$ cat config.mk
export PLATFORM = sky130hd
export DESIGN_NAME = latch_switched_bank_mapper
export DESIGN_NICKNAME = d
export VERILOG_FILES = /design/src/design/lsbm_pkg.sv /design/src/design/lsbm_decode.sv /design/src/design/lsbm_state.sv /design/src/design/latch_switched_bank_mapper.sv
export SDC_FILE = /design/constraint.sdc
export NUM_CORES = 1
export LEC_CHECK = 0
export ABC_AREA = 1
export BUFFER_PORTS_ARGS = -buffer_cell sky130_fd_sc_hd__buf_4
export CORE_ASPECT_RATIO = 0.8
export CORE_MARGIN = 8
export CORE_UTILIZATION = 45
export CTS_CLUSTER_DIAMETER = 200
export DETAILED_ROUTE_END_ITERATION = 12
export PLACE_DENSITY = 0.63
export SLEW_MARGIN = 10
export SYNTH_ARGS = -nofsm -noshare
export SYNTH_HDL_FRONTEND = slang
export SYNTH_SLANG_ARGS = --single-unit
$ cat constraint.sdc
create_clock -name clk -period 4.8 [get_ports clk]
set_input_delay 0.48 -clock clk [delete_from_list [all_inputs] [get_ports clk]]
set_output_delay 0.48 -clock clk [all_outputs]
set_load 0.05 [all_outputs]
$ cat src/design/lsbm_pkg.sv
// Package with the transfer types, codes and internal structs of the bank mapper.
`timescale 1ns / 1ps

package lsbm_pkg;

  // Access kinds carried by the opcode field.
  localparam logic [1:0] OP_CPU_RD = 2'd0;
  localparam logic [1:0] OP_CPU_WR = 2'd1;
  localparam logic [1:0] OP_PPU_RD = 2'd2;
  localparam logic [1:0] OP_PPU_WR = 2'd3;

  // Memory targets.
  localparam logic [2:0] TGT_NONE   = 3'd0;
  localparam logic [2:0] TGT_SAVE   = 3'd1;
  localparam logic [2:0] TGT_PROG   = 3'd2;
  localparam logic [2:0] TGT_PATROM = 3'd3;
  localparam logic [2:0] TGT_PATRAM = 3'd4;
  localparam logic [2:0] TGT_CIRAM  = 3'd5;

  // Pattern memory kinds held in the configuration register.
  localparam logic [1:0] PSRC_ROM = 2'd0;
  localparam logic [1:0] PSRC_RAM = 2'd1;

  // Fixed program banks for the upper three windows.
  localparam logic [3:0] BANK_A000 = 4'hd;
  localparam logic [3:0] BANK_C000 = 4'he;
  localparam logic [3:0] BANK_E000 = 4'hf;

  // Register select on CPU address bits 15 to 12.
  localparam logic [3:0] REG_PROG  = 4'ha;
  localparam logic [3:0] REG_PAT0  = 4'hb;
  localparam logic [3:0] REG_PAT1  = 4'hc;
  localparam logic [3:0] REG_PAT2  = 4'hd;
  localparam logic [3:0] REG_PAT3  = 4'he;
  localparam logic [3:0] REG_MIRR  = 4'hf;

  // Latch trigger tiles: PPU address bits 11 to 3.
  localparam logic [8:0] TILE_CLR = 9'h1fb;
  localparam logic [8:0] TILE_SET = 9'h1fd;

  typedef struct packed {
    logic [1:0]  opcode;
    logic [15:0] bus_address;
    logic [7:0]  bus_data;
  } in_item_t;

  typedef struct packed {
    logic [2:0]  target;
    logic [16:0] mem_address;
    logic        write_enable;
    logic [7:0]  data_out;
  } out_item_t;

  // Current bank state seen by the decoder.
  typedef struct packed {
    logic [3:0]      prog_bank;
    logic [3:0][4:0] pattern_bank;
    logic            mirror_select;
    logic [1:0]      half_latch;
  } bank_state_t;

  // Register loads requested by one access.
  typedef struct packed {
    logic       prog_load;
    logic [3:0] pat_load;
    logic       mirror_load;
    logic [4:0] load_data;
    logic [1:0] latch_set;
    logic [1:0] latch_clr;
  } bank_update_t;

endpackage

$ cat src/design/lsbm_decode.sv
// Combinational access decoder: maps one bus access and requests register updates.
`timescale 1ns / 1ps

module lsbm_decode (
  input  lsbm_pkg::in_item_t     item,
  input  lsbm_pkg::bank_state_t  state,
  input  logic [1:0]             pattern_source,
  output lsbm_pkg::out_item_t    result,
  output lsbm_pkg::bank_update_t update
);

  logic [15:0] a;
  logic        is_wr;
  logic        is_ppu;
  logic        half;
  logic [4:0]  pat_bank;
  logic [3:0]  cpu_bank;
  logic        mirror_bit;

  assign a      = item.bus_address;
  assign is_ppu = item.opcode[1];
  assign is_wr  = item.opcode[0];
  assign half   = a[12];

  // Pattern bank is chosen from the latch value before this fetch updates it.
  assign pat_bank   = state.pattern_bank[{half, state.half_latch[half]}];
  assign mirror_bit = state.mirror_select ? a[11] : a[10];

  // Program bank for the CPU window.
  always_comb begin
    case (a[14:13])
      2'd0:    cpu_bank = state.prog_bank;
      2'd1:    cpu_bank = lsbm_pkg::BANK_A000;
      2'd2:    cpu_bank = lsbm_pkg::BANK_C000;
      default: cpu_bank = lsbm_pkg::BANK_E000;
    endcase
  end

  // Result mapping and register loads.
  always_comb begin
    result.target       = lsbm_pkg::TGT_NONE;
    result.mem_address  = 17'd0;
    result.write_enable = 1'b0;
    result.data_out     = item.bus_data;
    update              = '0;
    update.load_data    = item.bus_data[4:0];

    if (!is_ppu) begin
      if (a[15:13] == 3'b011) begin
        // Save RAM window.
        result.target       = lsbm_pkg::TGT_SAVE;
        result.mem_address  = {4'd0, a[12:0]};
        result.write_enable = is_wr;
      end else if (a[15]) begin
        if (!is_wr) begin
          result.target      = lsbm_pkg::TGT_PROG;
          result.mem_address = {cpu_bank, a[12:0]};
        end else begin
          unique case (a[15:12])
            lsbm_pkg::REG_PROG: update.prog_load   = 1'b1;
            lsbm_pkg::REG_PAT0: update.pat_load[0] = 1'b1;
            lsbm_pkg::REG_PAT1: update.pat_load[1] = 1'b1;
            lsbm_pkg::REG_PAT2: update.pat_load[2] = 1'b1;
            lsbm_pkg::REG_PAT3: update.pat_load[3] = 1'b1;
            lsbm_pkg::REG_MIRR: update.mirror_load = 1'b1;
            default: ;
          endcase
        end
      end
    end else if (a[13]) begin
      // Nametable space goes to console RAM.
      result.target       = lsbm_pkg::TGT_CIRAM;
      result.mem_address  = {6'd0, mirror_bit, a[9:0]};
      result.write_enable = is_wr;
    end else begin
      // Pattern table fetch, with latch triggers on the marker tiles.
      update.latch_clr[half] = (a[11:3] == lsbm_pkg::TILE_CLR);
      update.latch_set[half] = (a[11:3] == lsbm_pkg::TILE_SET);
      if (pattern_source == lsbm_pkg::PSRC_RAM) begin
        result.target       = lsbm_pkg::TGT_PATRAM;
        result.mem_address  = {pat_bank, a[11:0]};
        result.write_enable = is_wr;
      end else if (pattern_source == lsbm_pkg::PSRC_ROM && !is_wr) begin
        result.target      = lsbm_pkg::TGT_PATROM;
        result.mem_address = {pat_bank, a[11:0]};
      end
    end
  end

endmodule

$ cat src/design/lsbm_state.sv
// Bank, mirroring and latch registers, updated by each decoded access.
`timescale 1ns / 1ps

module lsbm_state (
  input  logic                   clk,
  input  logic                   rst_n,
  input  logic                   en,
  input  lsbm_pkg::bank_update_t update,
  output lsbm_pkg::bank_state_t  state
);

  lsbm_pkg::bank_state_t state_r;
  lsbm_pkg::bank_state_t state_nxt;

  // Apply the requested loads.
  always_comb begin
    state_nxt = state_r;
    if (en) begin
      if (update.prog_load) begin
        state_nxt.prog_bank = update.load_data[3:0];
      end
      for (int i = 0; i < 4; i++) begin
        if (update.pat_load[i]) begin
          state_nxt.pattern_bank[i] = update.load_data;
        end
      end
      if (update.mirror_load) begin
        state_nxt.mirror_select = update.load_data[0];
      end
      for (int h = 0; h < 2; h++) begin
        if (update.latch_clr[h]) begin
          state_nxt.half_latch[h] = 1'b0;
        end else if (update.latch_set[h]) begin
          state_nxt.half_latch[h] = 1'b1;
        end
      end
    end
  end

  always_ff @(posedge clk) begin
    if (!rst_n) begin
      state_r <= '0;
    end else begin
      state_r <= state_nxt;
    end
  end

  assign state = state_r;

endmodule

$ cat src/design/latch_switched_bank_mapper.sv
// Top level of the latch-switched bank mapper: transfer registers, decoder and bank state.
`timescale 1ns / 1ps

// Latch-switched bank mapper. Each accepted bus access (CPU or PPU, read or
// write) yields exactly one result: target memory, mapped address, write
// strobe and data byte. The block accepts one transfer every cycle while
// in_stall is low. An access passes the input register, the combinational
// decoder and the result register, in that order. The input stalls only
// while its register is full and the result register holds a stalled result.
// Bank registers and pattern latches change as the access passes the decoder,
// so the next access already sees them. The user must write pattern_source
// through cfg_we/cfg_wdata only while the block is idle; the block itself
// does not enforce this.
module latch_switched_bank_mapper (
  input  logic                clk,
  input  logic                rst_n,
  input  logic                cfg_we,
  input  logic [1:0]          cfg_wdata,
  input  logic                in_valid,
  output logic                in_stall,
  input  lsbm_pkg::in_item_t  in_item,
  output logic                out_valid,
  input  logic                out_stall,
  output lsbm_pkg::out_item_t out_item
);

  logic [1:0]             pattern_source_r;
  logic                   in_valid_r;
  lsbm_pkg::in_item_t     in_item_r;
  logic                   out_valid_r;
  lsbm_pkg::out_item_t    out_item_r;
  logic                   out_free;
  logic                   advance;
  lsbm_pkg::out_item_t    result;
  lsbm_pkg::bank_update_t update;
  lsbm_pkg::bank_state_t  state;

  // Configuration register.
  always_ff @(posedge clk) begin
    if (!rst_n) begin
      pattern_source_r <= 2'd0;
    end else if (cfg_we) begin
      pattern_source_r <= cfg_wdata;
    end
  end

  // Pipeline flow: the result register frees when empty or when its transfer completes.
  assign out_free = !out_valid_r || !out_stall;
  assign advance  = in_valid_r && out_free;
  assign in_stall = in_valid_r && !out_free;

  // Input register.
  always_ff @(posedge clk) begin
    if (!rst_n) begin
      in_valid_r <= 1'b0;
    end else if (!in_stall) begin
      in_valid_r <= in_valid;
    end
  end

  always_ff @(posedge clk) begin
    if (!in_stall && in_valid) begin
      in_item_r <= in_item;
    end
  end

  lsbm_decode u_decode (
    .item           (in_item_r),
    .state          (state),
    .pattern_source (pattern_source_r),
    .result         (result),
    .update         (update)
  );

  lsbm_state u_state (
    .clk    (clk),
    .rst_n  (rst_n),
    .en     (advance),
    .update (update),
    .state  (state)
  );

  // Result register.
  always_ff @(posedge clk) begin
    if (!rst_n) begin
      out_valid_r <= 1'b0;
    end else if (out_free) begin
      out_valid_r <= in_valid_r;
    end
  end

  always_ff @(posedge clk) begin
    if (advance) begin
      out_item_r <= result;
    end
  end

  assign out_valid = out_valid_r;
  assign out_item  = out_item_r;

`ifndef SYNTHESIS
  // The input side only stalls while a finished result is held back.
  a_stall_cause: assert property (@(posedge clk) disable iff (!rst_n)
    in_stall |-> (out_valid && out_stall))
    else $error("input stalled without a held result");

  // An open-bus result never carries an address or a write strobe.
  a_none_clean: assert property (@(posedge clk) disable iff (!rst_n)
    (out_valid && out_item.target == lsbm_pkg::TGT_NONE) |->
      (out_item.mem_address == 17'd0 && !out_item.write_enable))
    else $error("open-bus result with address or write strobe");

  // Only writable targets are strobed.
  a_we_target: assert property (@(posedge clk) disable iff (!rst_n)
    (out_valid && out_item.write_enable) |->
      (out_item.target == lsbm_pkg::TGT_SAVE ||
       out_item.target == lsbm_pkg::TGT_PATRAM ||
       out_item.target == lsbm_pkg::TGT_CIRAM))
    else $error("write strobe on a read-only target");

  // A stalled result register keeps its item through the next edge.
  a_hold: assert property (@(posedge clk) disable iff (!rst_n)
    (out_valid && out_stall) |=> (out_valid && $stable(out_item)))
    else $error("held result changed");
`endif

endmodule

---- Yosys cells after proc, flatten, opt, wreduce, memory -nomap -nowiden ----
Index checks and enable logic that the tools add are counted.
storage, ports and cells
  word-level logic and storage cells ...... 91
  output and inout bits ................... 31
  bits of input ports ..................... 33
  flip-flop bits (word level) ............. 86
operators by class
  reductions and logical operators ........ 23
  equal/unequal tests ..................... 12
  multiplexer cells ....................... 33
  bitwise gates (word level) .............. 2
  order comparisons ....................... 3
operator list
  operator                                                               number
  20-bit two-way mux                                                     3
  21-bit two-way mux                                                     2
  19-bit two-way mux                                                     2
  4-bit == test (second input constant)                                  6
  6-bit two-way mux                                                      4
  9-bit == test (second input constant)                                  2
  1-bit two-way mux                                                      16
  2-bit AND reduction                                                    8
  4-bit one-hot mux with 3 select lines                                  1
  5-bit binary-select mux with 2-bit select                              1
  4-bit two-way mux                                                      2
  1-bit logical AND                                                      5
  1-bit logical NOT                                                      5
  5-bit two-way mux                                                      1
  2-bit bitwise AND                                                      2
  2-bit by 1-bit == test with 1-bit output (second input constant)       2
  2-bit logical NOT                                                      2
  2-bit nonzero test                                                     2
  3-bit by 2-bit == test with 1-bit output (second input constant)       1
  2-bit by 3-bit < comparator with 1-bit output (second input constant)  1
  2-bit == test (second input constant)                                  1
  1-bit by 2-bit < comparator with 1-bit output (second input constant)  1
  1-bit demux with 1-bit select                                          1
  1-bit greater-or-equal comparator (second input constant)              1
  1-bit logical OR                                                       1

---- Logic depth before layout (Yosys ltp) ----
  word-level depth ........................ 9
  depth in mapped cells ................... 8
  depth with buffers taken out ............ 7

---- Hierarchy ----
From an unflattened synthesis, not the netlist that was laid out.
unflattened totals
  cells, all modules ...................... 405
  area total of the unflattened synthesis .. 3819.9 um^2
modules (own cells, without submodules)
  module                      cells an instance  sequential area each (um^2)  area an instance (um^2)  times used
  latch_switched_bank_mapper  77                 1731.7                       1815.5                   1
  lsbm_state                  170                540.5                        1207.4                   1
  lsbm_decode                 158                0.0                          797.0                    1

---- Worst setup path before layout ----
OpenSTA, ideal clock, no wires.
  path kind ............................... register to register
  from .................................... reg out_valid_r, in the netlist out_valid
  to ...................................... reg in_item_r[0] (netlist bit), enable pin
  path buffers ............................ 0
  period minus slack after synthesis ...... 2407 ps
  required time ........................... 4432 ps
  setup time .............................. 368 ps
  stages on the path, launching flop included .. 6
  data arrival time ....................... 2039 ps
  slack ................................... 2393 ps
  cell sequence ........................... dfxtp_1 -> nand2_1 -> nor2_1 -> inv_1 -> nand2_1 -> inv_1
between the ends
  word-level cells in the longest chain between the ends .. 6
ends and longest elaborated chain
  item                    line                              text
  start, declared         latch_switched_bank_mapper.sv:30  logic out_valid_r;
  start signal, assigned  latch_switched_bank_mapper.sv:88  out_valid_r <= in_valid_r;
  1-bit logical NOT       latch_switched_bank_mapper.sv:48  assign out_free = !out_valid_r || !out_stall;
  1-bit logical OR        latch_switched_bank_mapper.sv:48
  1-bit logical NOT       latch_switched_bank_mapper.sv:50  assign in_stall = in_valid_r && !out_free;
  1-bit logical AND       latch_switched_bank_mapper.sv:50
  net in_stall            latch_switched_bank_mapper.sv:20  output logic in_stall,
  1-bit logical NOT       latch_switched_bank_mapper.sv:62  if (!in_stall && in_valid) begin
  1-bit logical AND       latch_switched_bank_mapper.sv:62
  end signal, assigned    latch_switched_bank_mapper.sv:63  in_item_r <= in_item;
  end, declared           latch_switched_bank_mapper.sv:29  lsbm_pkg::in_item_t in_item_r;
The timed path passes the listed nets, and every way through them passes these cells.
A chain may end at the register's enable or synchronous reset.

---- Worst setup path after layout ----
  from .................................... reg in_item_r[21] (netlist bit)
  to ...................................... reg u_state.state_r, in the netlist u_state.state[8]
between the ends
  word-level cells in the longest chain between the ends .. 7
  elaborated cells on any way between the ends .. 8
  those cells by class .................... eq/ne (2); mux (5); reduce/logical (1)
ends and longest elaborated chain
  item                             line               text
  4-bit == test                    lsbm_decode.sv:59  unique case (a[15:12])
  1-bit two-way mux                lsbm_decode.sv:59
  6-bit two-way mux                lsbm_decode.sv:55  if (!is_wr) begin
  6-bit two-way mux                lsbm_decode.sv:54  end else if (a[15]) begin
  6-bit two-way mux *              lsbm_decode.sv:49  if (a[15:13] == 3'b011) begin
  6-bit two-way mux *              lsbm_decode.sv:48  if (!is_ppu) begin
  2-bit AND reduction (no line) *  n/a
  end signal, assigned             lsbm_state.sv:44   state_r <= state_nxt;
  end, declared                    lsbm_state.sv:12   lsbm_pkg::bank_state_t state_r;
Mark *: on every way between the ends. The rest lies on a longest branch, timed or not.

==> metrics.yaml <==
status:
  status: "finished clean"
grt:
  gr-usage-met1_pct: 20.9
  grt-ovfl-total: 0
  grtUsageTotal_pct: 15.5
  grt_start_max_net_pins: 31
  grtUsageMet3_pct: 4.95
  grt_pass1_wl_um: 13300
  gr-max-usage-layer: "met2"
  first_global_vias: 2678
  antenna_found_initial: 0
  grtUsageMet2_pct: 23.1
power_and_ir_drop:
  p_leak_nw: 1.76
  pwr_density_cell_nw_per_um2: 343
  vdd_drop_max_uv: 160
yosys:
  yosysSeqAreaShare_pct: 63.1
  post_synth_num_cell_types: 27
  synth.top_cell.area_share_pct: 45.8
  synth.largest_area_cell: "edfxtp_1"
  syn_area_sq_um: 3600
  synth.net_count: 405
  synth_cells: 370
  synth_seq_cells: 86
  synth_warnings: 0
  ys_top_cells_by_area: "edfxtp_1 46%, dfxtp_1 17%, nand2_1 7.0%, nor2_1 6.5%, nand3_1 3.9%"
  synth.avg_cell_area_sq_um: 9.74
detailed_routing:
  ant_nets: 0
  dr.first_iter.drc_count: 273
  drc: 0
  routed_wl_um: 8090
  via_count: 2739
  viasPerCell: 4.99
  dr.pass1.iters: 5
  avgRoutedWirePerCell_um: 14.7
sta:
  fmax_mhz: 484
  setup_ws_ps: 2730
  period_needed_ps: 2070
  setup_tns_ps: 0
  rsz0062_at_grt: "no"
  maxSlewHeadroom_pct: 33.3
  drv_slew: 0
  fin_skew_ps: 11.0
  tightest_slew_ps: 999
  finalHoldViolCount: 0
  setup_violations: 0
  holdWs_ps: 292
  finalCritPeriodShare_pct: 43.0
critical_path:
  r2r_start: "in_item_r[21]$_DFFE_PP_"
  r2r_end: "u_state.state[8]$_SDFFE_PN0P_"
  arrival_ps: 2330
  criticalPathCategory: "reg2reg"
  ff2ff_setup_slack_ps: 2730
  worstPathRequired_ps: 5060
  cp_max_fo: 11
  endpoint_kind: "flop"
  r2r_cells: 7
  crit_path_start_kind: "flop"
final_layout:
  drive_above_1_share_pct: 22.7
  postLayoutCoreUtil_pct: 55.6
  antenna_cells: 0
  final_cell_mix: "67 x nand2_1, 64 x buf_4, 62 x nor2_1"
  fin_nets: 471
  final_common_cell: "nand2_1"
  area_delta_synth_final_pct: 21.0
clocking:
  cts_buffers: 9
  clockBufferDepth: 2
  clock_latency_ps: 360
  post-cts-setup-buffer-count: 0
  clockRootBuffer: "clkbuf_8"
  cts.sinks: 86
  htreeDepth: 3
  postCtsHoldBufs: 0
  ctsResizeCount: 0
  cts.reportedPaths.clkPinSlew_ps: 90
  cts_tree: "built"
worst_hold_path:
  hold_end: "in_item_r[15]$_DFFE_PP_"
  worstHoldPathCells: 1
  hp-class: "in2reg"
  min_from: "in_item[15]"
floorplan:
  die-area_sq_um: 11100
  die_h_um: 96.0
  io_pins: 64
  rows: 29
  die_w_um: 116
  start_util_pct: 46.0
  coreArea_sq_um: 7840
placement:
  gp_congestion: 0.829
  dp_worst_setup_slack_ps: 2710
  place_hpwl_um: 5920
  io_buffer_count: 63
run:
  cap_viol_max_count: 0
==> where the power goes <==
part | switching [mW] | internal (mW)
registers | 0.0179 | 0.821
logic | 0.118 | 0.0542
clock network | 0.263 | 0.220
==> cells in the mapped netlist <==
cell and n:
nor3_1 3, a21oi_2 1, nor2_2 3, nor3_2 1, clkbuf_2 1, nor3b_1 7, buf_6 1, nand2_1 67
nand4_1 17, and3_1 1, o21ai_0 14, buf_2 1, a21oi_1 24, ha_1 2, clkbuf_1 2, nand2_2 3
buf_4 2, inv_2 7, inv_1 29, a21oi_4 1, nor2_1 62, dfxtp_1 31, edfxtp_1 55, buf_1 2
nor2_4 4, o21a_1 1, nand3_1 28
==> logic make-up after synthesis <==
kind of cell	after synthesis	synth area share [%]
DFF	86	63.1
and+or+nand+nor	196	24.9
adders and majority gates	2	0.694
AOI/OAI and AO/OA	41	6.18
buffers and inverters	45	5.17
==> critical path: stages, from the launching register on <==
cell	delay (ps)
edfxtp_1	560
ha_1	320
nand2_1	100
nand2_1	110
nor2_1	570
nand4_1	170
nand2_1	100
nor2_1	40
==> area by class of cell <==
| cell class | instances | area [sq um] |
|---|---|---|
| clock buffers | 11 | 151 |
| clock inverters | 5 | 40.0 |
| fillers | 719 | 3480 |
| inverters | 36 | 135 |
| multi-input cells | 239 | 1140 |
| flip-flops and latches | 86 | 2270 |
| well taps | 108 | 135 |
| repair buffers | 64 | 480 |
==> metrics by stage <==
stage               total power, mW  std cells  area (sq um)
floorplan                     0.965        370          3600
global placement               1.03        533          4170
detailed placement             1.03        533          4170
CTS                            1.51        549          4360
global route                   1.56        549          4360
finish                         1.50        549          4360
==> registers in the layout (all words and copies together) (netlist names) <==
name and flops:
out_item 29, u_state.state 27, in_item_r 26, pattern_source_r 2, in_valid_r 1, out_valid 1
==> worst max-delay path by stage <==
stage                       startpoint                            end  slack, ps  cells past startpoint
5_1_grt        in_item_r[21]$_DFFE_PP_  u_state.state[8]$_SDFFE_PN0P_       2560                      7
6_report       in_item_r[21]$_DFFE_PP_  u_state.state[8]$_SDFFE_PN0P_       2730                      7
4_1_cts        in_item_r[21]$_DFFE_PP_  u_state.state[8]$_SDFFE_PN0P_       2740                      7
3_3_place_gp                 out_stall         out_item[24]$_DFFE_PP_       2750                      5
2_1_floorplan   out_valid$_SDFFE_PN0N_         in_item_r[0]$_DFFE_PP_       2390                      5
3_5_place_dp                 out_stall         out_item[24]$_DFFE_PP_       2710                      5
==> layer usage <==
layer | up-vias | part of all wire (%)
met5 | - | 0
met1 | 1260 | 50
met4 | 0 | 1.1
li1 | 1382 | -
met2 | 87 | 42
met3 | 10 | 6.8
Power figures use the tool's default switching activity.
